==> src/design/scrm_pkg.sv <==
// Package for the sparse coordinate region mapper.
// Holds the item, region and code types shared by the front, queue, back and top level.
// No dependencies.
package scrm_pkg;

  // Configuration register indexes.
  localparam int CfgIdxW = 2;
  localparam int CfgDataW = 13;
  localparam logic [CfgIdxW-1:0] CFG_ROWS_IN_USE     = 2'd0;
  localparam logic [CfgIdxW-1:0] CFG_FEATURES_IN_USE = 2'd1;
  localparam logic [CfgIdxW-1:0] CFG_REGIONS_IN_USE  = 2'd2;

  // Depth of the queue between front and back; a power of two.
  localparam int QDepth = 2;

  typedef enum logic [1:0] {
    REQ_ROW_MAP  = 2'd0,
    REQ_FEAT_MAP = 2'd1,
    REQ_REGION   = 2'd2,
    REQ_COORD    = 2'd3
  } req_e;

  typedef enum logic [1:0] {
    ST_OK        = 2'd0,
    ST_BOUNDS    = 2'd1,
    ST_ORDER     = 2'd2,
    ST_NO_REGION = 2'd3
  } status_e;

  // One input item as it arrives on the ports.
  typedef struct packed {
    req_e        kind;
    logic [11:0] tidx;
    logic [11:0] tval;
    logic [11:0] row;
    logic [11:0] feat;
    logic [12:0] rext;
    logic [12:0] fext;
    logic [15:0] label;
    logic        disc;
    logic [31:0] value;
    logic        last;
  } scrm_req_t;

  // A classified item as it travels through the queue.
  typedef struct packed {
    scrm_req_t req;
    status_e   status;
  } scrm_item_t;

  // One region table entry.
  typedef struct packed {
    logic [11:0] row_base;
    logic [12:0] row_span;
    logic [11:0] feat_base;
    logic [12:0] feat_span;
    logic [15:0] label;
    logic        disc;
  } region_t;

endpackage

==> src/design/scrm_front.sv <==
// Front end of the sparse coordinate region mapper: classifies items and checks coordinates.
// Depends on scrm_pkg.
module scrm_front import scrm_pkg::*; #(
  parameter int MAX_ROWS     = 4096,
  parameter int MAX_FEATURES = 4096,
  parameter int MAX_REGIONS  = 16
) (
  input  logic              clk_i,
  input  logic              rst_ni,
  input  logic              push_i,
  input  scrm_req_t         req_i,
  input  logic [12:0]       rows_in_use_i,
  input  logic [12:0]       features_in_use_i,
  output logic              q_push_o,
  output scrm_item_t        q_item_o
);

  logic [11:0] last_row_q, last_row_d;
  logic [11:0] last_feat_q, last_feat_d;
  logic        have_last_q, have_last_d;

  logic    keep;
  logic    oob;
  logic    ooo;
  status_e status;
  logic [31:0] tidx_w, row_w, feat_w;

  assign tidx_w = 32'(req_i.tidx);
  assign row_w  = 32'(req_i.row);
  assign feat_w = 32'(req_i.feat);

  always_comb begin
    unique case (req_i.kind)
      REQ_ROW_MAP:  keep = tidx_w < 32'(MAX_ROWS);
      REQ_FEAT_MAP: keep = tidx_w < 32'(MAX_FEATURES);
      REQ_REGION:   keep = tidx_w < 32'(MAX_REGIONS);
      default:      keep = 1'b1;
    endcase
  end

  // Bounds are the smaller of the register and the table size.
  assign oob = (row_w >= 32'(rows_in_use_i)) || (row_w >= 32'(MAX_ROWS)) ||
               (feat_w >= 32'(features_in_use_i)) || (feat_w >= 32'(MAX_FEATURES));

  assign ooo = have_last_q && ((req_i.row < last_row_q) ||
               ((req_i.row == last_row_q) && (req_i.feat <= last_feat_q)));

  always_comb begin
    priority if (oob) begin
      status = ST_BOUNDS;
    end else if (ooo) begin
      status = ST_ORDER;
    end else begin
      status = ST_OK;
    end
  end

  assign q_push_o        = push_i && keep;
  assign q_item_o.req    = req_i;
  assign q_item_o.status = status;

  always_comb begin
    last_row_d  = last_row_q;
    last_feat_d = last_feat_q;
    have_last_d = have_last_q;
    if (push_i && (req_i.kind == REQ_COORD)) begin
      if (req_i.last) begin
        last_row_d  = '0;
        last_feat_d = '0;
        have_last_d = 1'b0;
      end else if (status == ST_OK) begin
        last_row_d  = req_i.row;
        last_feat_d = req_i.feat;
        have_last_d = 1'b1;
      end
    end
  end

  always_ff @(posedge clk_i or negedge rst_ni) begin
    if (!rst_ni) begin
      last_row_q  <= '0;
      last_feat_q <= '0;
      have_last_q <= 1'b0;
    end else begin
      last_row_q  <= last_row_d;
      last_feat_q <= last_feat_d;
      have_last_q <= have_last_d;
    end
  end

  a_history_clear: assert property (@(posedge clk_i) disable iff (!rst_ni)
    !have_last_q |-> (last_row_q == '0) && (last_feat_q == '0))
    else $error("ordering history not cleared");

  a_order_needs_history: assert property (@(posedge clk_i) disable iff (!rst_ni)
    (q_push_o && (req_i.kind == REQ_COORD) && (status == ST_ORDER)) |-> have_last_q)
    else $error("order error flagged without history");

endmodule

==> config.mk <==
export PLATFORM = sky130hd
export DESIGN_NAME = scrm_front
export DESIGN_NICKNAME = d
export VERILOG_FILES = /design/src/design/scrm_pkg.sv /design/src/design/scrm_front.sv
export SDC_FILE = /design/constraint.sdc
export NUM_CORES = 1
export LEC_CHECK = 0
export BUFFER_PORTS_ARGS = -buffer_cell sky130_fd_sc_hd__buf_2
export CAP_MARGIN = 20
export CORE_AREA = 2 2 111 113
export CTS_CLUSTER_SIZE = 8
export DETAILED_ROUTE_END_ITERATION = 6
export DIE_AREA = 0 0 113 115
export SLEW_MARGIN = 40
export SYNTH_ARGS = -nofsm -noshare
export SYNTH_HDL_FRONTEND = slang
export SYNTH_SLANG_ARGS = --single-unit
==> constraint.sdc <==
create_clock -name clk_i -period 3 [get_ports clk_i]
set_input_delay 0.3 -clock clk_i [delete_from_list [all_inputs] [get_ports clk_i]]
set_output_delay 0.3 -clock clk_i [all_outputs]
set_load 0.02 [all_outputs]
==> Implementation_results.wiki <==
{| class="wikitable"
! Metric !! Value
|-
| Critical path class || reg -> reg
|-
| Area of the die || roughly 13,000 um^2
|-
| Latest clock arrival within the worst-skew pair || approximately 0.27 ns
|-
| Starting density of the core || 26.6%
|-
| Antenna violations before repair || 0
|-
| Root Driver || sky130_fd_sc_hd__clkbuf_16
|-
| Overall Global Routing Usage || roughly 11%
|-
| Required arrival time at the worst endpoint || around 3.2 ns
|-
| Largest cells by area after synthesis || sky130_fd_sc_hd__buf_4 (30%), sky130_fd_sc_hd__dfrtp_1 (20%), sky130_fd_sc_hd__ha_1 (19%), sky130_fd_sc_hd__a32o_1 (7.6%), sky130_fd_sc_hd__inv_1 (6.1%)
|-
| Final critical path time including I/O delays and setup || between 2 and 3 ns
|-
| Final max-slew violation count || 0
|-
| Footprint of the multi-input gates || approximately 1300 um^2
|-
| Synth Register Bits || 25
|-
| Fraction of layout cells with a size suffix above 1 || between 30% and 40%
|-
| Worst-case vdd ir drop || between 150 and 200 uV
|-
| First-pass GRT wire length || approximately 11 mm
|-
| Number of warning messages in the yosys log || 0
|-
| Number of global-route vias before repair || 2,227
|-
| Top layer in use || met4
|-
| Top cells by instance count after synthesis || sky130_fd_sc_hd__buf_4 (127), sky130_fd_sc_hd__inv_1 (51), sky130_fd_sc_hd__ha_1 (48)
|-
| Kind of end point of the critical path || flop
|-
| Number of buffers created by CTS || 3
|-
| CTS resizes || 0
|-
| Power Dens Cells || about 380 nW/um^2
|-
| Hold Path Class || in -> async
|-
| Total negative slack || 0 ns
|-
| Final hold violation count || 0
|-
| Sinks on Clock Net || 25
|-
| Clock tree buffer depth || 2
|-
| I/O Pins || 284
|-
| Net count after synthesis || around 560
|-
| CTS H-tree depth || 1
|-
| Met1 wire length || 2.66 mm
|-
| Seq/Total Area, Yosys || between 10% and 20%
|-
| Layout area overhead || -6.36%
|-
| Synthesized area per cell || between 8 and 9 um^2
|-
| Max-Cap Viols || 0
|-
| Met3 wire len || ~790 um
|-
| Slew Limit Headroom || 62.2%
|-
| Leading register cell type out of synthesis || sky130_fd_sc_hd__dfrtp_1
|-
| Top achievable clock speed || 0.394 GHz
|-
| Crit path max fanout || 24
|-
| Violated checks || design-rule violations
|-
| Post-CTS setup repair buffer count || 0
|-
| Die height || around 120 um
|-
| Share of the core filled with cells in the final layout || between 20 and 25%
|-
| RSZ-0062 raised after global routing || false
|-
| Largest area contributor in the netlist || sky130_fd_sc_hd__buf_4
|-
| First-pass iteration count of the detailed router || 7
|-
| Synthesized instance count || between 300 and 400
|-
| Per-cell routed wire length || 15.2 um
|-
| Placer congestion estimate || roughly 0.80
|-
| Antenna violation net count after detailed routing || 0
|-
| Count of final setup violators || 0
|-
| Data arrival at the endpoint of the critical path || 2.73 ns
|-
| Critical-path top delay cell || sky130_fd_sc_hd__and4bb_2
|-
| Pin slew with the least headroom to its limit || roughly 0.57 ns
|-
| Yosys top cell area share || between 30% and 40%
|-
| CTS tree || built
|-
| DRC Markers || 19
|-
| Share of flip-flops with an asynchronous set or reset || 100%
|-
| Largest net degree at the start of global routing || 26
|-
| Static Leakage || between 0.0015 and 0.002 uW
|-
| Number of vias per cell after detailed routing || roughly 4.6
|-
| Die outline width || about 110 um
|-
| Sum of routed wire length over all layers || 7.35 mm
|-
| Clock skew || roughly 0.0072 ns
|-
| Area used by sequential logic in the layout || around 630 um^2
|-
| Setup crit start kind || flop
|-
| Buffers on Ports || 101
|-
| Met2 Wirelength || roughly 3.7 mm
|-
| Synthesized area || ~3100 um^2
|-
| Final worst path period share || 84.5%
|-
| Critical path, cell by cell || inv_1, ha_1, nand4_1, a2111o_1, a31oi_1, o22a_1, and4bb_2, a32o_1
|-
| Most repeated cell in the gate-level netlist after synthesis || sky130_fd_sc_hd__buf_4
|-
| Detailed Place HPWL || about 6.3 mm
|-
| Post-CTS Hold Fix Bufs || 0
|-
| Max incr delay on CP || 0.60 ns
|-
| Net count reported at finish || 540
|-
| Total global routing overflow || 0
|-
| Total number of vias || 2,209
|-
| FP Rows || 40
|-
| # diodes || 0
|-
| Core area || roughly 12,000 um^2
|-
| Clock slew seen by the registers of the worst setup and hold paths || about 0.070 ns
|-
| Initial drt markers || 93
|-
| Worst reg-to-reg path cell count || 8
|-
| Fillers || around 1,300
|-
| Count of flip-flops with a built-in enable after synthesis || 0
|-
| Yosys cell types || 39
|-
| Status || finished with violations
|}
## path summary, 6_finish.rpt
| path | startpoint | end | slack [ns] |
|---|---|---|---|
| max | last_feat_q[9] | last_feat_q[8] | 0.46 |
| min | rst_ni | last_row_q[6] | 0.02 |
| max reg2reg | last_feat_q[9] | last_feat_q[8] | 0.46 |
| min reg2reg | last_row_q[11] | last_row_q[11] | 0.52 |
| max in group asynchronous | rst_ni | last_feat_q[3] | 2.59 |
| min in group clk_i | req_i[0] | have_last_q | 0.28 |
## logic make-up after synthesis
family / Yosys count / share of synthesized area, %
simple gates: 38 / 7.00
buf+inv: 185 / 38.0
compound gates: 65 / 16.0
flops: 25 / 19.9
fa+ha+maj: 48 / 19.1
## placed cells by master (no fill, tap or decap), types with 2 or more instances in the layout
| master | count |
|---|---|
| sky130_fd_sc_hd__buf_2 | 101 |
| sky130_fd_sc_hd__inv_1 | 51 |
| sky130_fd_sc_hd__ha_1 | 48 |
| sky130_fd_sc_hd__dfrtp_1 | 25 |
| sky130_fd_sc_hd__a32o_1 | 24 |
| sky130_fd_sc_hd__a21oi_1 | 17 |
| sky130_fd_sc_hd__nand2_1 | 8 |
| sky130_fd_sc_hd__nor2_1 | 4 |
| sky130_fd_sc_hd__nand3_1 | 4 |
| sky130_fd_sc_hd__a31oi_1 | 4 |
| sky130_fd_sc_hd__nand4_1 | 4 |
| sky130_fd_sc_hd__buf_4 | 4 |
| sky130_fd_sc_hd__o21ai_0 | 3 |
| sky130_fd_sc_hd__a21o_1 | 3 |
| sky130_fd_sc_hd__nor2b_1 | 3 |
| sky130_fd_sc_hd__nor4_1 | 3 |
| sky130_fd_sc_hd__clkbuf_16 | 3 |
| sky130_fd_sc_hd__nand4b_1 | 2 |
| sky130_fd_sc_hd__o21ai_1 | 2 |
| sky130_fd_sc_hd__o211ai_1 | 2 |
| sky130_fd_sc_hd__or4_1 | 2 |
## per-stage QoR
| step | hold slack [ns] | cells | cell area, um^2 | setup WS, ns | total power, uW |
|---|---|---|---|---|---|
| CTS | 0.0498 | 483 | 2940 | 0.418 | 1150 |
| floorplan | 0.00441 | 361 | 3150 | 0.773 | 896 |
| global placement | 0.330 | 479 | 2860 | 0.149 | 827 |
| global route | 0.0637 | 483 | 2950 | 0.251 | 1230 |
| detailed placement | 0.336 | 479 | 2860 | 0.303 | 841 |
| finish | 0.0210 | 483 | 2950 | 0.464 | 1130 |
## power by group
part | switching (uW) | internal, uW | total, uW
clock | 123 | 181 | 305
sequential | 28.6 | 387 | 416
combinational | 225 | 187 | 413
## final cells by class
| type | count | area share [%] |
|---|---|---|
| Sequential cell | 25 | 21.2 |
| Inverter | 51 | 6.50 |
| Multi-Input combinational cell | 151 | 45.0 |
| Tap cell | 147 | 6.24 |
| Clock buffer | 3 | 2.55 |
| Clock inverter | 1 | 0.255 |
| Timing Repair Buffer | 105 | 18.2 |
## registers in the layout, summed over array words and instances (netlist names)
signal	count
last_feat_q	12
last_row_q	12
have_last_q	1
## worst max-delay path, delay by kind of cell, from the launching register on
kind	cells	cell delay, ns
AOI/OAI and AO/OA	4	1.01
and+or+nand+nor	2	0.77
DFF	1	0.36
adders and majority gates	1	0.28
buffers and inverters	1	0.05
## metal layers
metal  up-vias  track usage [%]
met5         -                0
met4         0             4.55
met3        22             4.06
met2       134             20.1
met1       987             11.8
li1       1066                -
Note: power is estimated with default switching activity, not from simulation.
