## src/design/scrm_pkg.sv

```systemverilog
// Package for the sparse coordinate region mapper.
// Holds the item, region and code types shared by the front, queue, back and top level.
// No dependencies.
package scrm_pkg;

  // Configuration register indexes.
  localparam int CfgIdxW = 2;
  localparam int CfgDataW = 13;
  localparam logic [CfgIdxW-1:0] CFG_ROWS_IN_USE     = 2'd0;
  localparam logic [CfgIdxW-1:0] CFG_FEATURES_IN_USE = 2'd1;
  localparam logic [CfgIdxW-1:0] CFG_REGIONS_IN_USE  = 2'd2;

  // Depth of the queue between front and back; a power of two.
  localparam int QDepth = 2;

  typedef enum logic [1:0] {
    REQ_ROW_MAP  = 2'd0,
    REQ_FEAT_MAP = 2'd1,
    REQ_REGION   = 2'd2,
    REQ_COORD    = 2'd3
  } req_e;

  typedef enum logic [1:0] {
    ST_OK        = 2'd0,
    ST_BOUNDS    = 2'd1,
    ST_ORDER     = 2'd2,
    ST_NO_REGION = 2'd3
  } status_e;

  // One input item as it arrives on the ports.
  typedef struct packed {
    req_e        kind;
    logic [11:0] tidx;
    logic [11:0] tval;
    logic [11:0] row;
    logic [11:0] feat;
    logic [12:0] rext;
    logic [12:0] fext;
    logic [15:0] label;
    logic        disc;
    logic [31:0] value;
    logic        last;
  } scrm_req_t;

  // A classified item as it travels through the queue.
  typedef struct packed {
    scrm_req_t req;
    status_e   status;
  } scrm_item_t;

  // One region table entry.
  typedef struct packed {
    logic [11:0] row_base;
    logic [12:0] row_span;
    logic [11:0] feat_base;
    logic [12:0] feat_span;
    logic [15:0] label;
    logic        disc;
  } region_t;

endpackage

```

## src/design/scrm_queue.sv

```systemverilog
// Short queue of classified items between the front and the back.
// Depends on scrm_pkg.
module scrm_queue import scrm_pkg::*; (
  input  logic       clk_i,
  input  logic       rst_ni,
  input  logic       push_i,
  input  scrm_item_t item_i,
  output logic       full_o,
  output logic       valid_o,
  input  logic       pop_i,
  output scrm_item_t item_o
);

  localparam int PtrW = (QDepth > 1) ? $clog2(QDepth) : 1;

  scrm_item_t          slot_q [QDepth];
  logic [PtrW-1:0]     wr_ptr_q, rd_ptr_q;
  logic [PtrW:0]       count_q;
  logic                do_push, do_pop;

  assign full_o  = count_q == (PtrW+1)'(QDepth);
  assign valid_o = count_q != '0;
  assign item_o  = slot_q[rd_ptr_q];
  assign do_push = push_i && !full_o;
  assign do_pop  = pop_i && valid_o;

  always_ff @(posedge clk_i) begin
    if (do_push) begin
      slot_q[wr_ptr_q] <= item_i;
    end
  end

  // Pointers wrap naturally since the depth is a power of two.
  always_ff @(posedge clk_i or negedge rst_ni) begin
    if (!rst_ni) begin
      wr_ptr_q <= '0;
      rd_ptr_q <= '0;
      count_q  <= '0;
    end else begin
      if (do_push) begin
        wr_ptr_q <= wr_ptr_q + 1'b1;
      end
      if (do_pop) begin
        rd_ptr_q <= rd_ptr_q + 1'b1;
      end
      count_q <= count_q + (PtrW+1)'(do_push) - (PtrW+1)'(do_pop);
    end
  end

  a_count_bound: assert property (@(posedge clk_i) disable iff (!rst_ni)
    count_q <= (PtrW+1)'(QDepth))
    else $error("queue count beyond depth");

endmodule

```

## config.mk

```make
export PLATFORM = sky130hd
export DESIGN_NAME = scrm_queue
export DESIGN_NICKNAME = d
export VERILOG_FILES = /design/src/design/scrm_pkg.sv /design/src/design/scrm_queue.sv
export SDC_FILE = /design/constraint.sdc
export NUM_CORES = 1
export LEC_CHECK = 0
export ABC_AREA = 1
export BUFFER_PORTS_ARGS = -buffer_cell sky130_fd_sc_hd__buf_2
export CAP_MARGIN = 10
export CORE_ASPECT_RATIO = 1.25
export CORE_MARGIN = 4
export CORE_UTILIZATION = 52
export DETAILED_ROUTE_END_ITERATION = 10
export PLACE_DENSITY = 0.78
export SLEW_MARGIN = 20
export SYNTH_ARGS = -nofsm -noshare
export SYNTH_HDL_FRONTEND = slang
export SYNTH_SLANG_ARGS = --single-unit
```

## constraint.sdc

```tcl
create_clock -name clk_i -period 7.6 [get_ports clk_i]
set_clock_uncertainty 0.2 [all_clocks]
set_input_delay 0.38 -clock clk_i [delete_from_list [all_inputs] [get_ports clk_i]]
set_output_delay 0.38 -clock clk_i [all_outputs]
set_load 0.05 [all_outputs]
```

==> impl_metrics.tcl, run 1 <==
set metrics [dict create \
    status "complete, no violations" \
    cts-buffers-inserted 24 \
    rsz0062_at_grt "false" \
    drv_cap 0 \
    fin_setup_tns_ns 0 \
    drc 0 \
    stdcell_count 1344 \
    arrival_ns 3.06 \
    clock_latency_ns 0.50 \
    synth-async-reset-ratio_pct 1.538 \
    area_growth_syn_to_layout_pct 38.80 \
    cts-root-buf "clkbuf_16" \
    holdCritPathClass "input pin to flip-flop" \
    grt_antenna_before_repair 2 \
    cts_sinks 260 \
    place_inst 1167 \
    final_layout_size_suffix_gt1_share_pct 27.83 \
    post-place-ws_ns 4.398 \
    synth_seq_cells 260 \
    path_max_fanout 69 \
    hold_viol 0 \
    detail-route-antenna-nets 0 \
    min_period_ns 3.642 \
    synth_xor_area_share_pct 0 \
    ys_seq_area_share_pct 81.95 \
    grt_pass1_wl_microns 35280 \
    drv_slew 0 \
    synthCells 701 \
    hold_ws_ns 0.03514 \
    dpl.hpwl_microns 12640 \
    first_global_vias 6970 \
    clk_path_buf_depth 3 \
    synth_nets 835 \
    firstDrtPassIters 5 \
    die_x_microns 128.9 \
    synth_cell_types 11 \
    critPathCaptureType "output port" \
    setup_viol 0 \
    viasPerCell 4.952 \
    portBuffers 261 \
    synth-simple-area-share_pct 15.88 \
    synth_top_family_by_area "simple AND/OR/NAND/NOR gates" \
    synth_area_sq_mm 0.009503 \
    cts.reportedPaths.clkPinSlew_ns 0.07 \
    grt_usage_pct 21.66 \
    yosysTopAreaCell "edfxtp_1" \
    synth_area_leaders "edfxtp_1, nand2_1, buf_2" \
    wl_per_cell_microns 17.02 \
    htreeDepth 1 \
    path_class "flip-flop to output port" \
    synth_edf_count 256 \
    synthAdderAreaFrac_pct 0.2633 \
    grt.overflow.total 0 \
    max_freq_mhz 274.5 \
    synth.most_common_cell "nand2_1" \
    yosysWarnings 0 \
    postCtsSetupBuffers 0 \
    grt_max_degree 86 \
    synth_common_cells "nand2_1, edfxtp_1, buf_2" \
    ioPinCount 262 \
    fp.coreArea_sq_mm 0.01803 \
    worst_slack_ns 3.958 \
    fillers 1096 \
    synth_area_per_cell_sq_um 13.56 \
    power_mw 5.963 \
    tightest_slew_ns 1.046 \
    synth_compound_area_share_pct 0 \
    synth_ff_type "edfxtp_1" \
    critPathRequiredTime_ns 7.02 \
    finalCritPeriodShare_pct 47.93 \
    r2r_slack_ns 4.40 \
    drt-initial-drc-count 370 \
    initial_utilization_pct 52.71 \
    cts_tree "yes" \
    slew_headroom_pct 30.29 \
    power.leakage_nw 5.722 \
    powerDensity_mw_per_mm2 452.1 \
    dieHeight_microns 159.1 \
    die_area_sq_mm 0.02051 \
    drt_wl_total_microns 22870 \
    vias 6655 \
    startpoint_type "flip-flop" \
    synthMuxAreaShare_pct 0 \
    place_congestion 0.7511 \
    synth_top_area_share_pct 80.90 \
    rows 55 \
    nNetsFinal 1230 \
    ir_drop_mv 0.3756 \
]
[placed cells by master (no fill, tap or decap)]
master           n
nand2_1        397
buf_2          261
edfxtp_1       256
dlygate4sd3_1  131
clkbuf_16       25
inv_1            8
clkinv_2         6
bufinv_16        5
buf_4            5
nand3_1          3
clkbuf_8         3
dfrtp_1          3
diode_2          2
inv_4            2
ha_1             2
clkbuf_1         2
clkinv_1         2
nor2_4           1
clkinvlp_4       1
dfrtp_4          1
[registers in the layout (all words and copies together), names as in the netlist]
register	count
rd_ptr_q	1
count_q	2
wr_ptr_q	1
slot_q	256
[cells by family (layout without fill, tap and decap cells)]
logic type               Yosys count  count (layout)
buffers and inverters             38             451
flip-flops                       260             260
AND/OR/NAND/NOR                  401             401
other                              0               2
adder cells (fa/ha/maj)            2               2
[path summary, 6_finish.rpt]
kind | endpoint | startpoint | depth (start not counted)
max | item_o[95] | rd_ptr_q | 5
min | wr_ptr_q | push_i | 3
max reg2reg | slot_q[1][118] | count_q[0] | 6
min reg2reg | wr_ptr_q | wr_ptr_q | 2
max in group asynchronous | rd_ptr_q | rst_ni | 3
min in group asynchronous | wr_ptr_q | rst_ni | 3
[final cells by class]
cell class	count	area, sq um	share of cell area [%]
repair buffers	397	2655	20.13
inverters	10	42.54	0.3225
multi-input cells	403	1541	11.69
well taps	228	285.3	2.163
clock buffers	30	674.4	5.113
flip-flops and latches	260	7791	59.07
clock inverters	14	195.2	1.480
diodes	2	5.005	0.03794
[worst max-delay path, cell delays in order (launching register included)]
cell and delay [ns]:
dfrtp_4 0.70, inv_4 0.56, buf_4 0.70, nand2_1 0.14, nand2_1 0.12, buf_2 0.27
[per-stage QoR]
| stage | util (%) | instance area (sq um) |
|---|---|---|
| 6_report | 73.16 | 13190 |
| 5_1_grt | 73.16 | 13190 |
| 4_1_cts | 73.13 | 13190 |
| 3_5_place_dp | 61.03 | 11000 |
| 3_3_place_gp | 61.03 | 11000 |
| 2_1_floorplan | - | 9503 |
[metal layers]
| metal | up-vias | GRT usage [%] | part of all wire (%) |
|---|---|---|---|
| met5 | - | 0 | 0 |
| met4 | 0 | 9.790 | 4.1 |
| met3 | 67 | 3.893 | 6.8 |
| met2 | 289 | 38.58 | 54 |
| met1 | 3143 | 25.14 | 35 |
| li1 | 3156 | - | - |
[what timing repair did]
action,4_1_cts,5_1_grt
endpoints found under the hold margin,261,0
resized for setup,0,0
hold buffers,131,0
endpoints found under the setup margin,0,0
[where the power goes]
group          switching [mW]  internal (mW)
clock                   0.498          0.798
combinational            2.10          0.492
sequential              0.119           1.96
total                    2.71           3.25
Power figures use the tool's default switching activity.
==> run 2: changes to the inputs <==
Settings changed: CORE_UTILIZATION 52 to 47, PLACE_DENSITY 0.78 to 0.75.
Clock period 7.6 ns to 3.09 ns, I/O delays scaled along.
==> run 2 against run 1 <==
- routed wire length rose by 1.8%
- die area rose by 10%
- sequential share of layout area barely moved
- largest cell class unchanged
- highest routed layer is now met5
==> impl_metrics.tcl, run 2 (same netlist as run 1, synthesis figures left out) <==
set metrics [dict create \
    arrival_ns 2.22 \
    fin_setup_tns_ns 0 \
    worst_slack_ns 0.5116 \
    cp_slowest_cell "dfrtp_4" \
    tightest_slew_ns 0.6754 \
    drv_slew 0 \
    rsz0062_at_grt "false" \
    first_global_vias 6960 \
    intPower_mw 7.657 \
    grt.overflow.total 0 \
    wl_per_cell_microns 16.83 \
    status "complete, no violations" \
    portBuffers 261 \
    rows 57 \
    fp.coreArea_sq_mm 0.01968 \
    drc 0 \
    critPathRequiredTime_ns 2.74 \
    fillers 1364 \
    mostFrequentLayoutCell "nand2_1" \
    firstDrtPassIters 5 \
    critPathCaptureType "output port" \
    dieHeight_microns 167.0 \
    largest_reg_flops 256 \
    holdCritPathClass "input pin to flip-flop" \
    ir_drop_mv 0.6982 \
    seqPwrFrac_pct 35.0 \
    powerDensity_mw_per_mm2 1084 \
    drv_cap 0 \
    dpl.hpwl_microns 12910 \
    cts-buffers-inserted 25 \
    post-route-util_pct 66.98 \
    cts_tree "yes" \
    final_layout_size_suffix_gt1_share_pct 27.00 \
    cts-root-buf "clkbuf_16" \
    grt_max_degree 130 \
    clk_path_buf_depth 3 \
    nNetsFinal 1234 \
    cp_slowest_stage_delay_ns 0.50 \
    cts_hold_buffers 132 \
    power.leakage_nw 5.668 \
    grt_usage_pct 19.79 \
    min_period_ns 2.578 \
    place_congestion 0.7469 \
    place_inst 1206 \
    power_mw 14.29 \
    max_freq_mhz 387.8 \
    grt_antenna_before_repair 4 \
    hold_ws_ns 0.1703 \
    startpoint_type "flip-flop" \
    drt_wl_total_microns 23270 \
    path_cells "inv_4 > buf_12 > nand2_1 > nand2_1 > buf_2" \
    placed_cell_area_sq_mm 0.01113 \
    comb_power_share_pct 45.7 \
    hold_viol 0 \
    timing.critical_path.buf_inv 3 \
    largestRegisters "slot_q x256, count_q x2" \
    cts.reportedPaths.clkPinSlew_ns 0.07 \
    area_growth_syn_to_layout_pct 38.74 \
    detail-route-antenna-nets 0 \
    slew_headroom_pct 54.97 \
    vias 6723 \
    finish.instance_area_sq_mm 0.01318 \
    viasPerCell 4.861 \
    setup_viol 0 \
    post-place-ws_ns 1.051 \
    path_max_fanout 68 \
    clock_latency_ns 0.50 \
    cts-resized-gates 0 \
    clock_power_share_pct 19.3 \
    final_cell_mix "nand2_1, buf_2, edfxtp_1" \
    r2r_slack_ns 1.22 \
    swShare_pct 46.43 \
    crit_family "buffers and inverters" \
    ioPinCount 262 \
    htreeDepth 1 \
    postCtsSetupBuffers 0 \
    path_class "flip-flop to output port" \
    cts_sinks 260 \
    p_sw_mw 6.636 \
    cpMostUsedCell "nand2_1" \
    stdcell_count 1383 \
    die_x_microns 135.2 \
    regMostFlops "slot_q" \
    die_area_sq_mm 0.02257 \
    drt-initial-drc-count 373 \
    initial_utilization_pct 48.28 \
    finalCritPeriodShare_pct 83.44 \
    grt_pass1_wl_microns 35290 \
]
run 2: cell count changes in the layout (fill, tap and decap cells not counted), sizes merged:
cell / delta
clkinvlp: +1
buf: +2
inv: -1
diode: +1
clkbuf: +2
dlygate4sd3: +1
bufinv: -4
run 2: path summary, 6_finish.rpt:
path | startpoint | endpoint | cells after the start
min reg2reg | wr_ptr_q | wr_ptr_q | 2
min in group asynchronous | rst_ni | rd_ptr_q | 3
min | item_i[112] | slot_q[1][112] | 2
max in group asynchronous | rst_ni | rd_ptr_q | 3
max reg2reg | count_q[1] | slot_q[1][78] | 4
max | rd_ptr_q | item_o[32] | 5
run 2: power by group through the flow:
stage                     Clock, mW  Combinational [mW]  Sequential (mW)
after floorplan                   0                4.81             5.06
after global placement            0                6.33             5.03
after detailed placement          0                6.38             5.06
after CTS                      2.80                6.54             4.99
after global routing           2.96                6.93             5.06
final                          2.76                6.53             5.01
run 2: worst register-to-register path: cells and delay by family (launching register included):
| family | cells | cell delay [ns] |
|---|---|---|
| DFF | 1 | 0.39 |
| buffers and inverters | 1 | 0.39 |
| and+or+nand+nor | 3 | 0.44 |
run 2: layout make-up:
class                      instances  area, sq um  share of cell area (%)
sequential                       260         7791                   59.10
clock buffer                      32        651.9                   4.944
clock inverter                    10        73.82                  0.5599
inverter                          10        43.79                  0.3322
multi-input combinational        403         1541                   11.69
timing repair buffer             400         2743                   20.80
antenna                            3        7.507                 0.05694
tap                              265        331.6                   2.515
run 2: layer usage:
layer,share of wire (%),vias up,global-route usage (%)
met3,6.6,76,4.043
met5,0.030,-,0
met2,54,301,36.40
li1,-,3158,-
met4,4.6,2,9.470
met1,35,3186,21.47
